<file path="config.mk">
export PLATFORM = sky130hd
export DESIGN_NAME = ofve_mul
export DESIGN_NICKNAME = d
export VERILOG_FILES = /design/src/rtl/optical_flow_velocity_estimator_macros.svh /design/src/rtl/ofve_pkg.sv /design/src/rtl/ofve_mul.sv
export SDC_FILE = /design/constraint.sdc
export NUM_CORES = 2
export LEC_CHECK = 0
export ABC_CLOCK_PERIOD_IN_PS = 11600
export BUFFER_PORTS_ARGS = -buffer_cell sky130_fd_sc_hd__buf_4
export CAP_MARGIN = 20
export CORE_UTILIZATION = 25
export CTS_BUF_LIST = sky130_fd_sc_hd__clkbuf_16
export DETAILED_ROUTE_END_ITERATION = 10
export REMOVE_ABC_BUFFERS = 1
export SLEW_MARGIN = 15
export SYNTH_ARGS = -nofsm -noshare
export SYNTH_HDL_FRONTEND = slang
export SYNTH_SLANG_ARGS = --single-unit
</file>
<file path="constraint.sdc">
create_clock -name clk -period 11.6 [get_ports clk]
set_clock_uncertainty 0.1 [all_clocks]
set_input_delay 2.32 -clock clk [delete_from_list [all_inputs] [get_ports clk]]
set_output_delay 2.32 -clock clk [all_outputs]
set_load 0.1 [all_outputs]
</file>
<file path="src/rtl/optical_flow_velocity_estimator_macros.svh">
// ---------------------------------------------------------------------------
// optical flow velocity estimator assertion macros
// shared concurrent assertion forms, clocked on clk, idle in reset
// ---------------------------------------------------------------------------
`ifndef OPTICAL_FLOW_VELOCITY_ESTIMATOR_MACROS_SVH
`define OPTICAL_FLOW_VELOCITY_ESTIMATOR_MACROS_SVH

// property that must hold in the same cycle
`define OFVE_ASSERT(name, expr, msg) \
	name: assert property (@(posedge clk) disable iff (!arst_n) (expr)) else $error(msg);

// consequence that must hold in the cycle after the trigger
`define OFVE_ASSERT_NEXT(name, trig, cons, msg) \
	name: assert property (@(posedge clk) disable iff (!arst_n) (trig) |=> (cons)) \
		else $error(msg);

`endif

</file>
<file path="src/rtl/ofve_pkg.sv">
// ---------------------------------------------------------------------------
// ofve_pkg
// shared types, constants and tables of the optical flow velocity estimator
// ---------------------------------------------------------------------------
package ofve_pkg;

	localparam int IN_W   = 96;
	localparam int OUT_W  = 128;
	localparam int CFG_W  = 24;
	localparam int IDX_W  = 2;

	localparam logic [IDX_W-1:0] REG_QUALITY_THRESHOLD = 2'd0;
	localparam logic [IDX_W-1:0] REG_TILT_LIMIT        = 2'd1;
	localparam logic [IDX_W-1:0] REG_PIXELS_PER_RADIAN = 2'd2;
	localparam logic [IDX_W-1:0] REG_GROUND_PER_PIXEL  = 2'd3;

	localparam logic [7:0]  QUALITY_THRESHOLD_RST = 8'd10;
	localparam logic [14:0] TILT_LIMIT_RST        = 15'd6434;
	localparam logic [19:0] PIXELS_PER_RADIAN_RST = 20'd38400;
	localparam logic [23:0] GROUND_PER_PIXEL_RST  = 24'd117000;

	localparam int CORDIC_STEPS_DEF = 16;
	localparam int ATAN_ENTRIES     = 24;

	localparam logic signed [33:0] CORDIC_K    = 34'sd652032874;
	localparam logic signed [33:0] PI_Q30      = 34'sd3373259426;
	localparam logic signed [33:0] HALF_PI_Q30 = 34'sd1686629713;

	typedef struct packed {
		logic        start;
		logic [47:0] a;
		logic [31:0] b;
	} mul_req_t;

	typedef struct packed {
		logic        done;
		logic [63:0] prod;
	} mul_rsp_t;

	typedef struct packed {
		logic               valid;
		logic signed [33:0] sin;
		logic signed [33:0] cos;
	} cordic_rsp_t;

	// arctan(2^-i) in Q.30
	function automatic logic [29:0] atan_q30(input logic [4:0] idx);
		logic [29:0] r;
		case (idx)
			5'd0:  r = 30'd843314857;
			5'd1:  r = 30'd497837830;
			5'd2:  r = 30'd263043837;
			5'd3:  r = 30'd133525159;
			5'd4:  r = 30'd67021687;
			5'd5:  r = 30'd33543515;
			5'd6:  r = 30'd16775851;
			5'd7:  r = 30'd8388438;
			5'd8:  r = 30'd4194283;
			5'd9:  r = 30'd2097150;
			5'd10: r = 30'd1048576;
			5'd11: r = 30'd524288;
			5'd12: r = 30'd262144;
			5'd13: r = 30'd131072;
			5'd14: r = 30'd65536;
			5'd15: r = 30'd32768;
			5'd16: r = 30'd16384;
			5'd17: r = 30'd8192;
			5'd18: r = 30'd4096;
			5'd19: r = 30'd2048;
			5'd20: r = 30'd1024;
			5'd21: r = 30'd512;
			5'd22: r = 30'd256;
			5'd23: r = 30'd128;
			default: r = 30'd0;
		endcase
		return r;
	endfunction

endpackage

</file>
<file path="src/rtl/ofve_mul.sv">
// ---------------------------------------------------------------------------
// ofve_mul
// shared unsigned multiplier, 48 by 32 bits, one 16-bit digit per cycle
// ---------------------------------------------------------------------------
module ofve_mul (
	input  logic              clk,
	input  logic              arst_n,
	input  ofve_pkg::mul_req_t req,
	output ofve_pkg::mul_rsp_t rsp
);
	import ofve_pkg::*;

	logic [47:0] a_q;
	logic [31:0] b_q;
	logic [63:0] acc_q;
	logic [1:0]  cnt_q;
	logic        busy_q;
	logic        done_q;
	logic [47:0] pp;
	logic [63:0] pp_sh;

	assign pp = a_q[15:0] * b_q;

	always_comb begin
		case (cnt_q)
			2'd0: pp_sh = {16'd0, pp};
			2'd1: pp_sh = {pp, 16'd0};
			2'd2: pp_sh = {pp[31:0], 32'd0};
			default: pp_sh = 64'd0;
		endcase
	end

	always_ff @(posedge clk or negedge arst_n) begin
		if (!arst_n) begin
			busy_q <= 1'b0;
			done_q <= 1'b0;
			cnt_q  <= 2'd0;
		end else begin
			done_q <= 1'b0;
			if (req.start) begin
				busy_q <= 1'b1;
				cnt_q  <= 2'd0;
			end else if (busy_q) begin
				cnt_q <= cnt_q + 2'd1;
				if (cnt_q == 2'd2) begin
					busy_q <= 1'b0;
					done_q <= 1'b1;
				end
			end
		end
	end

	always_ff @(posedge clk) begin
		if (req.start) begin
			a_q   <= req.a;
			b_q   <= req.b;
			acc_q <= 64'd0;
		end else if (busy_q) begin
			a_q   <= a_q >> 16;
			acc_q <= acc_q + pp_sh;
		end
	end

	assign rsp.done = done_q;
	assign rsp.prod = acc_q;

endmodule

</file>
Word level (Yosys, flattened, before mapping). Cells that the tools add are included.

Register bits after elaboration: 148. Latch bits: 0. Bits in writable memories: 0. ROM bits: 0. Input port bits: 83. Output and inout port bits: 65. Logic and storage cells: 24. Memories kept: 0.

Add/subtract/negate cells: 2. Multiply operators: 1. Div/mod/pow operators: 0. Magnitude comparators: 0. Equal/unequal tests: 2. Shift operators: 0. Multiplexer cells: 11. Bitwise logic cells: 0. Reductions and logical operators: 2.

Operators with widths (count): $pmux 64 s3 (1); $mux 48 (2); $add 64x64->64 (1); $mul 16x32->48 (1); $mux 1 (6); $mux 2 (2); $add 2x1->2 const B (1); $eq 2x1->1 const B (1); $eq 2x2->1 const B (1); $logic_not 2->1 (1); $reduce_bool 2->1 (1).

Logic depth before layout (Yosys ltp).
Depth in word-level cells: 4. Depth in mapped cells: 39. Depth with buffers taken out: 36.

Worst setup path after synthesis. No wires, ideal clock.

Path kind: reg2reg. Start: register b_q[7]. End: register acc_q[62]. Library setup time: 0.118 ns. Data arrival time: 8.191 ns. Data required time: 11.382 ns. Setup slack: 3.191 ns. Cell stages (with the launch flop): 38. Path buffers: 2. Clock period less this slack: 8.409 ns. Path through: edfxtp_1 > clkbuf_1 > nand2_1 > fa_1 > inv_1 > fa_1 > inv_1 > fa_1 > inv_1 > fa_1 > fa_1 > inv_1 > fa_1 > inv_1 > ha_1 > nand3_1 > or2_1 > o22a_4 > [2 not listed] > o211ai_2 > a41oi_2 > xnor2_1 > a222oi_1 > nor2_1 > ha_1 > clkbuf_1 > and4_1 > and2_1 > nand2_1 > nor3_1 > o2111ai_1 > nand2_1 > a21oi_2 > o31ai_2 > a21oi_1 > xnor2_1 > a22o_1.

Word-level cells in the longest chain between the ends: 3.

Ends and longest elaborated chain: from (decl) (RTL line ofve_mul.sv:14) `logic [31:0] b_q;`; from (signal assigned) (RTL line ofve_mul.sv:56) `b_q <= req.b;`; $mul 16x32->48 (RTL line ofve_mul.sv:22) `assign pp = a_q[15:0] * b_q;`; $pmux 64 s3 (RTL line ofve_mul.sv:25) `case (cnt_q)`; $add 64x64->64 (RTL line ofve_mul.sv:60) `acc_q <= acc_q + pp_sh;`; to (signal assigned) (RTL line ofve_mul.sv:60); to (decl) (RTL line ofve_mul.sv:15) `logic [63:0] acc_q;`.

No other way between the ends. A chain may end at the register's enable or synchronous reset.

Worst setup path after layout.
Start: register a_q[7]. End: register acc_q[63].

Word-level cells in the longest chain between the ends: 3.

Ends and longest elaborated chain: from (decl) (RTL line ofve_mul.sv:13) `logic [47:0] a_q;`; from (signal assigned) (RTL line ofve_mul.sv:55) `a_q <= req.a;`; from (signal assigned) (RTL line ofve_mul.sv:59) `a_q <= a_q >> 16;`; $mul 16x32->48 (RTL line ofve_mul.sv:22); $pmux 64 s3 (RTL line ofve_mul.sv:25); $add 64x64->64 (RTL line ofve_mul.sv:60).

No other way between the ends.

==> results.env <==
CRIT_PATH_TOP_DELAY_CELL='sky130_fd_sc_hd__edfxtp_1'
NUMBER_OF_NETS_IN_THE_FINAL_LAYOUT=3619
SYN_AREA_UM2=25700
CTS_SETUP_BUFFERS=0
SYN-MEAN-INSTANCE-AREA_UM2=8.93
CRITPATHMAXSTAGEDELAY_NS=1.04
SYNTH-EDFF-COUNT=80
CRIT_PATH_FREQUENT_CELL='sky130_fd_sc_hd__fa_1'
DRC=0
SETUP_VIOL_COUNT_FINAL=0
GLOBAL_ROUTE.OVERFLOW_TOTAL=0
POSTPLACECELLAREA_UM2=28200
DETAILROUTE.VIA_COUNT=20100
SYNTH_TOP_AREA_FRAC=0.326
FLOORPLAN.DIE_AREA_UM2=104000
NETLIST_TOP_CELLS_COUNT='sky130_fd_sc_hd__inv_1, sky130_fd_sc_hd__fa_1, sky130_fd_sc_hd__nand2_1'
CTS-HOLD-FIX-BUFFERS=0
PATH_MAX_FANOUT=25
TIMING_WORST_SETUP_PATH_TYPE='reg -> reg'
GRT_PASS1_WL_UM=123000
TIMING.REG2REG.SETUP_SLACK_NS=1.79
GRT_USAGE=0.152
FINISH.INSTANCE_AREA_UM2=28800
ACHIEVABLE-FREQUENCY_MHz=102
WORST_SLEW_PIN_SLEW_NS=1.12
CTSRESIZECOUNT=0
TOTALNEGATIVESETUPSLACK_NS=0
POSTSYNTHCELLCOUNT=2881
ROUTE.DETAILED.VIAS_PER_INST=4.66
ANTENNA_VIOLATING_NETS_POST_ROUTE=0
CRIT_PATH_START_KIND='flop'
ANTENNA_FOUND_INITIAL=1
FLOORPLAN.INITIALDENSITY=0.252
ENDPOINT='acc_q[63]$_SDFFE_PP0P_'
SYNTH_CELL_TYPES=91
POSTSYNTH.TOPFLOPCELL='sky130_fd_sc_hd__edfxtp_1'
FLOW.AREA_GROWTH_FROM_SYNTHESIS_PCT=11.9
OUTCOME='finished clean'
GRT_MAX_DEGREE=51
REGTOREGENDPOINT='acc_q[63]$_SDFFE_PP0P_'
HPWLAFTERDP_UM=61500
ROUTED_WIRELENGTH_UM=76400
YS_WARN_COUNT=0
GRT_SETUP_UNREPAIRED='no'
HP-CLASS='reg -> reg'
DIE-HEIGHT_UM=323
SYNTH_SEQ_AREA_SHARE=0.147
R2R_START='a_q[7]$_DFFE_PP_'
PLACEABLE_CORE_REGION_UM2=102000
TRITONCTS_CLOCK_TREE='yes'
DIE_WIDTH_UM=323
N_FILL_CELL=10900
FINALWORSTPATHREQUIREDPERIOD_NS=9.81
MAX-CLOCK-PATH-BUFFERS=2
MULTI_INPUT_COMB_AREA_UM2=19600
DRIVE_ABOVE_1_SHARE=0.0934
CLOCK_SINK_COUNT=148
HOLD_VIOL_FINAL=0
CAP_VIOLATIONS=0
CRITPATHREQUIREDTIME_NS=11.88
SLEW_HEADROOM=0.250
REG2REGPATHDEPTH=35
REGISTER_AREA_UM2=3780
FLOORPLAN.ROWS=117
NUMBER_OF_PORTS_PLACED_ON_THE_DIE_BOUNDARY=148
CTS_ROOT_BUF='sky130_fd_sc_hd__clkbuf_16'
SYNTH.MOST_COMMON_CELL='sky130_fd_sc_hd__inv_1'
CRITPATHLAUNCH='a_q[7]$_DFFE_PP_'
H_TREE_DEPTH=4
DRT_FIRST_ITER_VIOLATIONS=1294
POST_SYNTHESIS_SEQUENTIAL_ELEMENT_COUNT=148
HOLD_START='acc_q[4]$_SDFFE_PP0P_'
NUMCTSBUFFERS=17
INSERTION_DELAY_NS=0.52
TIMING.FINAL.MAX_SLEW_VIOLATIONS=0
CRIT_PATH_END_KIND='flop'
BUFFER_PORTS.INSERTED=147
SYNTH_TOP_CELLS_BY_AREA='sky130_fd_sc_hd__fa_1, sky130_fd_sc_hd__edfxtp_1, sky130_fd_sc_hd__ha_1'
GP_CONGESTION=0.909
YOSYS.AREA.TOP_TYPE='sky130_fd_sc_hd__fa_1'
CLK_PIN_SLEW_NS=0.07
POSTSYNTH.ASYNCRESETSHARE=0.0270
DRT-PASS1-ITER-COUNT=5
MIN_PERIOD_OVER_PERIOD=0.845
NUMBER_OF_GLOBAL_ROUTE_VIAS_BEFORE_REPAIR=21100
WORST-ENDPOINT-ARRIVAL_NS=10.08
WL_PER_CELL_UM=17.7
## cell families after synthesis
logic type / synth area share
fa+ha+maj: 0.417
buf+inv: 0.0911
mux: 0.0253
xor+xnor: 0.0334
compound gates: 0.122
simple gates: 0.165
flops: 0.147
## registers in the layout, summed over array words and instances (netlist names)
signal,flops
acc_q,64
b_q,32
cnt_q,2
busy_q,1
done_q,1
a_q,48
## critical path: cells and delay by family (launching register included)
family          cells  cell delay [ns]
fa+ha+maj           8             3.90
xor+xnor            1             0.27
simple gates        3             0.43
flops               1             1.04
compound gates     19             3.48
buf+inv             4             0.43
## worst min path at each step
| stage | slack, ns | depth (start not counted) | to |
|---|---|---|---|
| floorplan | 0.42 | 1 | a_q[0]$_DFFE_PP_ |
| global placement | 0.40 | 2 | acc_q[49]$_SDFFE_PP0P_ |
| detailed placement | 0.41 | 1 | acc_q[54]$_SDFFE_PP0P_ |
| CTS | 0.42 | 2 | acc_q[4]$_SDFFE_PP0P_ |
| global route | 0.44 | 2 | acc_q[4]$_SDFFE_PP0P_ |
| finish | 0.42 | 2 | acc_q[4]$_SDFFE_PP0P_ |
## metal layers
metal | vias to the layer above | global-route usage | routed length (µm)
li1 | 9317 | - | -
met4 | 0 | 0.0498 | 2020
met3 | 105 | 0.0203 | 3400
met2 | 508 | 0.255 | 37100
met5 | - | 0 | 0
met1 | 10200 | 0.202 | 33900
## layout make-up
| type | instances | share of cell area |
|---|---|---|
| Multi-Input combinational cell | 2110 | 0.681 |
| Sequential cell | 148 | 0.131 |
| Inverter | 480 | 0.0626 |
| Tap cell | 1368 | 0.0594 |
| Timing Repair Buffer | 173 | 0.0455 |
| Clock buffer | 17 | 0.0148 |
| Clock inverter | 15 | 0.00548 |
| Antenna cell | 1 | 0.0000869 |
## layout by cell type (no fill, tap or decap), types with 50 or more instances in the layout
cell type	Yosys	final
sky130_fd_sc_hd__a21o_1	73	73
sky130_fd_sc_hd__a21oi_1	125	125
sky130_fd_sc_hd__and2_1	238	238
sky130_fd_sc_hd__buf_4	1	171
sky130_fd_sc_hd__dfxtp_1	64	64
sky130_fd_sc_hd__edfxtp_1	80	80
sky130_fd_sc_hd__fa_1	419	419
sky130_fd_sc_hd__ha_1	187	187
sky130_fd_sc_hd__inv_1	479	480
sky130_fd_sc_hd__nand2_1	397	397
sky130_fd_sc_hd__nor2_1	120	119
sky130_fd_sc_hd__o21ai_0	76	76
sky130_fd_sc_hd__xnor2_1	50	50
## stage by stage
step	setup WS, ns	utilization	hold WS [ns]	instances
floorplan	3.03	-	0.425	2738
global placement	2.04	0.277	0.405	4278
detailed placement	1.95	0.277	0.407	4278
CTS	1.88	0.282	0.418	4310
global route	1.21	0.283	0.435	4311
finish	1.79	0.283	0.419	4312
Power is not shown: default switching activity piles up to over one toggle a cycle in this logic, so the estimate is an artifact.
