[src/rtl/optical_flow_velocity_estimator_macros.svh]
// ---------------------------------------------------------------------------
// optical flow velocity estimator assertion macros
// shared concurrent assertion forms, clocked on clk, idle in reset
// ---------------------------------------------------------------------------
`ifndef OPTICAL_FLOW_VELOCITY_ESTIMATOR_MACROS_SVH
`define OPTICAL_FLOW_VELOCITY_ESTIMATOR_MACROS_SVH

// property that must hold in the same cycle
`define OFVE_ASSERT(name, expr, msg) \
	name: assert property (@(posedge clk) disable iff (!arst_n) (expr)) else $error(msg);

// consequence that must hold in the cycle after the trigger
`define OFVE_ASSERT_NEXT(name, trig, cons, msg) \
	name: assert property (@(posedge clk) disable iff (!arst_n) (trig) |=> (cons)) \
		else $error(msg);

`endif

[src/rtl/ofve_pkg.sv]
// ---------------------------------------------------------------------------
// ofve_pkg
// shared types, constants and tables of the optical flow velocity estimator
// ---------------------------------------------------------------------------
package ofve_pkg;

	localparam int IN_W   = 96;
	localparam int OUT_W  = 128;
	localparam int CFG_W  = 24;
	localparam int IDX_W  = 2;

	localparam logic [IDX_W-1:0] REG_QUALITY_THRESHOLD = 2'd0;
	localparam logic [IDX_W-1:0] REG_TILT_LIMIT        = 2'd1;
	localparam logic [IDX_W-1:0] REG_PIXELS_PER_RADIAN = 2'd2;
	localparam logic [IDX_W-1:0] REG_GROUND_PER_PIXEL  = 2'd3;

	localparam logic [7:0]  QUALITY_THRESHOLD_RST = 8'd10;
	localparam logic [14:0] TILT_LIMIT_RST        = 15'd6434;
	localparam logic [19:0] PIXELS_PER_RADIAN_RST = 20'd38400;
	localparam logic [23:0] GROUND_PER_PIXEL_RST  = 24'd117000;

	localparam int CORDIC_STEPS_DEF = 16;
	localparam int ATAN_ENTRIES     = 24;

	localparam logic signed [33:0] CORDIC_K    = 34'sd652032874;
	localparam logic signed [33:0] PI_Q30      = 34'sd3373259426;
	localparam logic signed [33:0] HALF_PI_Q30 = 34'sd1686629713;

	typedef struct packed {
		logic        start;
		logic [47:0] a;
		logic [31:0] b;
	} mul_req_t;

	typedef struct packed {
		logic        done;
		logic [63:0] prod;
	} mul_rsp_t;

	typedef struct packed {
		logic               valid;
		logic signed [33:0] sin;
		logic signed [33:0] cos;
	} cordic_rsp_t;

	// arctan(2^-i) in Q.30
	function automatic logic [29:0] atan_q30(input logic [4:0] idx);
		logic [29:0] r;
		case (idx)
			5'd0:  r = 30'd843314857;
			5'd1:  r = 30'd497837830;
			5'd2:  r = 30'd263043837;
			5'd3:  r = 30'd133525159;
			5'd4:  r = 30'd67021687;
			5'd5:  r = 30'd33543515;
			5'd6:  r = 30'd16775851;
			5'd7:  r = 30'd8388438;
			5'd8:  r = 30'd4194283;
			5'd9:  r = 30'd2097150;
			5'd10: r = 30'd1048576;
			5'd11: r = 30'd524288;
			5'd12: r = 30'd262144;
			5'd13: r = 30'd131072;
			5'd14: r = 30'd65536;
			5'd15: r = 30'd32768;
			5'd16: r = 30'd16384;
			5'd17: r = 30'd8192;
			5'd18: r = 30'd4096;
			5'd19: r = 30'd2048;
			5'd20: r = 30'd1024;
			5'd21: r = 30'd512;
			5'd22: r = 30'd256;
			5'd23: r = 30'd128;
			default: r = 30'd0;
		endcase
		return r;
	endfunction

endpackage

[src/rtl/ofve_cordic.sv]
// ---------------------------------------------------------------------------
// ofve_cordic
// iterative rotation-mode cordic giving sine and cosine of the heading
// ---------------------------------------------------------------------------
module ofve_cordic #(
	parameter int CORDIC_STEPS = ofve_pkg::CORDIC_STEPS_DEF
) (
	input  logic                 clk,
	input  logic                 arst_n,
	input  logic                 start,
	input  logic signed [15:0]   yaw,
	output ofve_pkg::cordic_rsp_t rsp
);
	import ofve_pkg::*;

	localparam logic [4:0] LAST = 5'(CORDIC_STEPS - 1);

	logic signed [33:0] x_q, y_q, z_q;
	logic [4:0]         i_q;
	logic               busy_q, valid_q, flip_q;
	logic signed [33:0] z0, tx, ty, at;

	assign z0 = {yaw[15], yaw, 17'd0};
	assign tx = y_q >>> i_q;
	assign ty = x_q >>> i_q;
	assign at = {4'd0, atan_q30(i_q)};

	always_ff @(posedge clk or negedge arst_n) begin
		if (!arst_n) begin
			busy_q  <= 1'b0;
			valid_q <= 1'b0;
			i_q     <= 5'd0;
		end else if (start) begin
			busy_q  <= 1'b1;
			valid_q <= 1'b0;
			i_q     <= 5'd0;
		end else if (busy_q) begin
			i_q <= i_q + 5'd1;
			if (i_q == LAST) begin
				busy_q  <= 1'b0;
				valid_q <= 1'b1;
			end
		end
	end

	always_ff @(posedge clk) begin
		if (start) begin
			x_q <= CORDIC_K;
			y_q <= 34'sd0;
			// fold headings beyond a quarter turn, negate the result later
			if (z0 > HALF_PI_Q30) begin
				z_q    <= z0 - PI_Q30;
				flip_q <= 1'b1;
			end else if (z0 < -HALF_PI_Q30) begin
				z_q    <= z0 + PI_Q30;
				flip_q <= 1'b1;
			end else begin
				z_q    <= z0;
				flip_q <= 1'b0;
			end
		end else if (busy_q) begin
			if (!z_q[33]) begin
				x_q <= x_q - tx;
				y_q <= y_q + ty;
				z_q <= z_q - at;
			end else begin
				x_q <= x_q + tx;
				y_q <= y_q - ty;
				z_q <= z_q + at;
			end
		end
	end

	assign rsp.valid = valid_q;
	assign rsp.sin   = flip_q ? -y_q : y_q;
	assign rsp.cos   = flip_q ? -x_q : x_q;

endmodule

[config.mk]
export PLATFORM = sky130hd
export DESIGN_NAME = ofve_cordic
export DESIGN_NICKNAME = d
export VERILOG_FILES = /design/src/rtl/optical_flow_velocity_estimator_macros.svh /design/src/rtl/ofve_pkg.sv /design/src/rtl/ofve_cordic.sv
export SDC_FILE = /design/constraint.sdc
export NUM_CORES = 1
export LEC_CHECK = 0
export CAP_MARGIN = 20
export CELL_PAD_IN_SITES_DETAIL_PLACEMENT = 1
export CELL_PAD_IN_SITES_GLOBAL_PLACEMENT = 1
export CORE_AREA = 2 2 202 204
export DETAILED_ROUTE_END_ITERATION = 10
export DIE_AREA = 0 0 204 206
export DONT_BUFFER_PORTS = 1
export MAX_ROUTING_LAYER = met4
export PLACE_DENSITY = 0.77
export SETUP_SLACK_MARGIN = 0.15
export SLEW_MARGIN = 20
export SYNTH_ARGS = -nofsm -noshare
export SYNTH_HDL_FRONTEND = slang
export SYNTH_SLANG_ARGS = --single-unit
[constraint.sdc]
create_clock -name clk -period 6.8 [get_ports clk]
set_input_delay 0.68 -clock clk [delete_from_list [all_inputs] [get_ports clk]]
set_output_delay 0.68 -clock clk [all_outputs]
set_load 0.01 [all_outputs]
Word-level counts from Yosys, hierarchy flattened
Memories as Yosys holds them, arrays and structs flattened.
Index checks and enable logic that the tools add are counted.

word-level totals
  flip-flop bits (word level) = 110
  memory bits (read-only) = 960
  input bits = 19
  output and inout port bits = 69
  word-level logic and storage cells = 45
  memories kept = 1

operators by class
  $add $sub $neg = 11
  order comparisons = 2
  equality and inequality tests = 1
  shifts and indexed selects = 2
  mux-type cells = 18
  reductions and logical operators = 3

memories
  memory           depth  width  read ports  clocked after memory_dff  wr ports  RTL line        text
  (no name shown)  32     30     1           0                         0         ofve_pkg.sv:49  case (idx)

operator list
  cell                                                                     count
  34-bit two-way mux                                                       9
  34-bit adder                                                             2
  34-bit negation                                                          2
  34-bit by 5-bit >>> shifter with 34-bit output                           2
  34-bit subtractor                                                        2
  33-bit by 33-bit adder with 34-bit output (second input constant)        1
  34-bit by 31-bit adder with 34-bit output                                1
  33-bit by 33-bit subtractor with 34-bit output (second input constant)   1
  34-bit by 31-bit subtractor with 34-bit output                           1
  33-bit by 32-bit > comparator with 1-bit output (second input constant)  1
  33-bit by 32-bit < comparator with 1-bit output (second input constant)  1
  5-bit two-way mux                                                        2
  1-bit two-way mux                                                        7
  5-bit by 1-bit adder with 5-bit output (second input constant)           1
  5-bit by 4-bit equality test with 1-bit output (second input constant)   1
  2-bit nonzero test                                                       2
  2-bit AND reduction                                                      1

Logic depth before layout (Yosys ltp)
An unclocked memory read counts as a cell.

  depth after elaboration = 5
  depth in mapped cells = 35
  gate-level depth less buffers = 27

Worst setup path before layout
Ideal clock, no wire load.

  path type = register to register
  start = register i_q[1]
  end = register z_q[29], data pin
  library setup time = 0.267 ns
  data arrival time = 6.138 ns
  data required time = 6.533 ns
  setup slack = 0.396 ns
  stages on the path, launching flop included = 36
  buffers on the path = 8
  clock period less this slack = 6.404 ns
  path through = dfrtp_1 -> buf_6 -> buf_4 -> buf_4 -> buf_4 -> buf_4 -> buf_4 -> inv_1 -> ha_1 -> clkbuf_1 -> nand2_1 -> a21oi_1 -> a21oi_1 -> nor2_1 -> inv_1 -> ha_1 -> and3_1 -> nand2_1 -> nor3b_1 -> and2_1 -> clkbuf_1 -> a21oi_1 -> o21a_1 -> o32ai_1 -> ha_1 -> a21o_1 -> a221oi_1 -> o21ai_0 -> or4_1 -> a31oi_1 -> nor3_1 -> o31ai_1 -> a21oi_1 -> a21oi_1 -> xor2_1 -> o21ai_0

on the way
  cells in the longest elaborated chain, start to end = 5
  elaborated cells between the ends (all ways) = 6
  classes of those cells = add/sub: 2; mux: 3; memory: 1

RTL lines
  item                                                                                                                RTL line                              text
  from (decl)                                                                                                         ofve_cordic.sv:19                     logic [4:0] i_q;
  from (signal assigned)                                                                                              ofve_cordic.sv:38                     i_q <= i_q + 5'd1;
  memory read 32 x 30 bit *                                                                                           n/a
  34-bit by 31-bit subtractor with 34-bit output / 34-bit by 31-bit adder with 34-bit output (equally long branches)  ofve_cordic.sv:65, ofve_cordic.sv:69
  34-bit two-way mux *                                                                                                ofve_cordic.sv:62                     if (!z_q[33]) begin
  34-bit two-way mux *                                                                                                ofve_cordic.sv:61                     end else if (busy_q) begin
  34-bit two-way mux *                                                                                                ofve_cordic.sv:47                     if (start) begin
  to (signal assigned)                                                                                                ofve_cordic.sv:52                     z_q <= z0 - PI_Q30;
  to (signal assigned)                                                                                                ofve_cordic.sv:65                     z_q <= z_q - at;
  to (signal assigned)                                                                                                ofve_cordic.sv:69                     z_q <= z_q + at;
  to (decl)                                                                                                           ofve_cordic.sv:18                     logic signed [33:0] x_q, y_q, z_q;

Mark *: on every way between the ends. The rest lies on a longest branch, timed or not. The select of a mux whose other input is x is not followed.
A chain may end at the register's enable or synchronous reset.

Final worst setup path
  start = register i_q[1]
  end = register y_q[33]

on the way
  cells in the longest elaborated chain, start to end = 3
  elaborated cells between the ends (all ways) = 4
  classes of those cells = add/sub: 2; shift: 1; mux: 1

RTL lines
  item                                                      RTL line                              text
  34-bit by 5-bit >>> shifter with 34-bit output *          ofve_cordic.sv:25                     assign ty = x_q >>> i_q;
  34-bit adder / 34-bit subtractor (equally long branches)  ofve_cordic.sv:64, ofve_cordic.sv:68
  34-bit two-way mux *                                      ofve_cordic.sv:62
  to (signal assigned)                                      ofve_cordic.sv:64                     y_q <= y_q + ty;
  to (signal assigned)                                      ofve_cordic.sv:68                     y_q <= y_q - ty;
  to (decl)                                                 ofve_cordic.sv:18

Mark *: on every way between the ends. The rest lies on a longest branch, timed or not.

==> results.toml <==
[outcome]
outcome = "completed"

[worst_setup_path]
r2r_slack_ps = 290
worstPathMaxFanout = 9
worstPathBufferInverterCount = 1
worst-r2r-cell-count = 21
worst_path_dominant_cell_family = "compound AO/OA/AOI/OAI gates"
critical_path.reg2reg.endpoint = "y_q[33]$_SDFFE_PP0P_"
worst_path_largest_cell_delay_ps = 540
start_kind = "flip-flop"
path_cells = "buf_4, mux4_2, mux4_2, a221o_1, a2111oi_2, and2_1, and4bb_1, a31oi_1, xnor2_1, ha_1, nand3_1, nor3_1, o311ai_1, a211oi_1, o311ai_2, a211oi_1, o31ai_1, xnor3_1, nor2_1, xnor2_1, nor2_1"
cp_slowest_cell = "sky130_fd_sc_hd__dfrtp_4"
timing.setup.critical_path_class = "reg2reg"
arrival_ps = 6830
timing.rr.start = "i_q[1]$_DFFE_PN0P_"
worst-endpoint-required_ps = 7130
crit_path_end_kind = "flip-flop"

[yosys]
yosysSeqAreaShare_pct = 14.25
synth_edf_count = 35
mappedNetlistArea_sq_um = 18160
synth_nets = 2453
synthFlopType = "sky130_fd_sc_hd__dfxtp_1"
postSynthCellCount = 2313
synthDistinctLibCells = 94
synth_warnings = 0
post_synthesis_sequential_element_count = 110
synth_area_per_cell_sq_um = 7.853
async_reset_ff_share_pct = 6.364

[cts]
h-tree-depth = 3
number_of_clock_buffers_inserted_by_tritoncts = 9
clkTransAtPathRegs_ps = 90
cts_tree = "yes"
clockRootBuffer = "sky130_fd_sc_hd__clkbuf_16"
cts.sink_count = 110
cts-root-to-sink-buffers = 2
insertion_delay_ps = 430

[global_routing]
grt_pass1_wl_um = 112300
grt_antenna_before_repair = 1
first_global_vias = 18710
grt_max_degree = 113
gr-total-overflow = 0
grt_util_all_layers_pct = 35.74

[floorplan]
coreArea_sq_um = 40180
floorplan.initialDensity_pct = 45.20
rows = 74
die_area_sq_um = 42020
fp.dieH_um = 206
die_x_um = 204
num_io_pins = 88

[timing]
maxSlewHeadroom_pct = 32.08
finalWorstPathRequiredPeriod_ps = 6506
finalClockSkew_ps = 15.35
whs_ps = 360.7
rsz0062_at_grt = "yes"
worst_tran_pin_value_ps = 1015
min_period_over_period_pct = 95.67
slew_viol_final = 0
hold_viol = 0
final-setup-viol-count = 0
fmax_ghz = 0.1537

[route]
vias_per_cell = 6.639
detailroute.via_count = 18590
drtIter0Drc = 1758
drcViolationCount = 0
postRouteWirelength_um = 73210
drt_first_pass_iters = 6
count_of_antenna_violating_nets_left_after_detailed_routing = 0
routed_wire_length_per_instance_um = 26.15

[placement]
place_congestion = 1.078
hpwl_um = 56290
placement.io_buffers = 0

[layout]
fin_util_pct = 48.53
final_layout_size_suffix_gt1_share_pct = 13.45
mostFrequentLayoutCell = "sky130_fd_sc_hd__nor2_1"
antenna_cells = 0
most-common-layout-cells = "sky130_fd_sc_hd__nor2_1 (226), sky130_fd_sc_hd__a21oi_1 (201), sky130_fd_sc_hd__nand2_1 (199)"
design.final.nets = 2403
areaGrowthSynthToFinish_pct = 7.364
nFillCells = 4889

[job]
drv_cap = 0

[pwr]
fin_total_pwr_mw = 12.57
power-per-cell-area_nw_per_um2 = 644.6
power.static_leakage_nw = 7.998
irDropWorstVdd_mv = 0.3209

[min_path]
whs_path_depth = 1
min-delay-start = "start"
hold-path-endpoint = "i_q[0]$_DFFE_PN0P_"
worst_hold_path_type = "in2reg"
[logic make-up after synthesis]
logic type | after synthesis | synth area share [%]
AOI/OAI and AO/OA | 699 | 24.85
adders and majority gates | 121 | 8.459
xor gates and xnor gates | 253 | 12.28
and+or+nand+nor | 700 | 18.31
muxes | 183 | 16.22
buffers and inverters | 247 | 5.642
DFF | 110 | 14.25
[registers in the layout (all words and copies together), names as in the netlist]
signal and count:
z_q 34, y_q 34, valid_q 1, i_q 5
x_q 34, busy_q 1, flip_q 1
[synth_stat cells, drive strengths merged, types with 35 or more instances]
cell type | number | area share, %
nor2 | 226 | 4.7
a21oi | 201 | 5.5
nand2 | 199 | 4.1
xnor2 | 163 | 7.9
o21ai | 148 | 4.1
ha | 118 | 8.1
clkbuf | 109 | 2.3
xor2 | 89 | 4.3
mux4 | 85 | 11
buf | 78 | 2.1
mux2i | 70 | 3.9
dfxtp | 68 | 7.5
inv | 56 | 1.2
a21o | 50 | 2.1
nor3 | 46 | 1.3
nand3 | 37 | 1.0
a31oi | 36 | 1.2
edfxtp | 35 | 5.8
[power breakdown]
group | switching, mW | internal, mW
logic | 5.93 | 4.46
clock network | 0.304 | 0.298
registers | 0.530 | 1.05
total | 6.76 | 5.81
[repair_timing]
action,4_1_cts,5_1_grt
setup endpoints to repair,3,13
endpoints found under the hold margin,7,0
setup buffers,4,10
hold buffers,1,0
pin swaps,0,8
gates resized for setup,2,19
[per-layer routing]
layer | vias up | track usage, % | wire (um)
met5 | - | - | 0
met4 | 0 | 13.61 | 2473
met3 | 156 | 7.332 | 5994
met2 | 751 | 56.09 | 33710
met1 | 9250 | 45.35 | 31030
li1 | 8431 | - | -
[per-stage QoR]
step	TNS (ps)	worst slack, ps	area (sq um)	instances
floorplan	0	395.8	18160	2313
global placement	-173.0	-110.3	18960	2768
detailed placement	-161.0	-149.2	18970	2769
CTS	0	117.6	19340	2790
global route	0	64.90	19500	2800
finish	0	294.1	19500	2800
[worst max path at each step]
| stage | start | end | slack, ps | depth (start not counted) |
|---|---|---|---|---|
| after global routing | i_q[1]$_DFFE_PN0P_ | y_q[33]$_SDFFE_PP0P_ | 60 | 21 |
| after detailed placement | i_q[1]$_DFFE_PN0P_ | y_q[33]$_SDFFE_PP0P_ | -150 | 18 |
| after CTS | i_q[3]$_DFFE_PN0P_ | y_q[33]$_SDFFE_PP0P_ | 120 | 23 |
| after floorplan | i_q[1]$_DFFE_PN0P_ | z_q[29]$_DFFE_PP_ | 400 | 35 |
| after global placement | i_q[3]$_DFFE_PN0P_ | x_q[33]$_SDFFE_PP0P_ | -110 | 22 |
| final | i_q[1]$_DFFE_PN0P_ | y_q[33]$_SDFFE_PP0P_ | 290 | 21 |
[layout make-up]
type                            instances  area (sq um)  area share (%)
Clock buffer                           12         246.5           1.264
Clock inverter                          4         52.55          0.2695
Inverter                               60         225.2           1.155
Multi-Input combinational cell       1956         14630           75.03
Sequential cell                       110          2603           13.35
Tap cell                              532         665.6           3.413
Timing Repair Buffer                  126          1077           5.524
No activity file was read; power rests on OpenSTA's default activity.
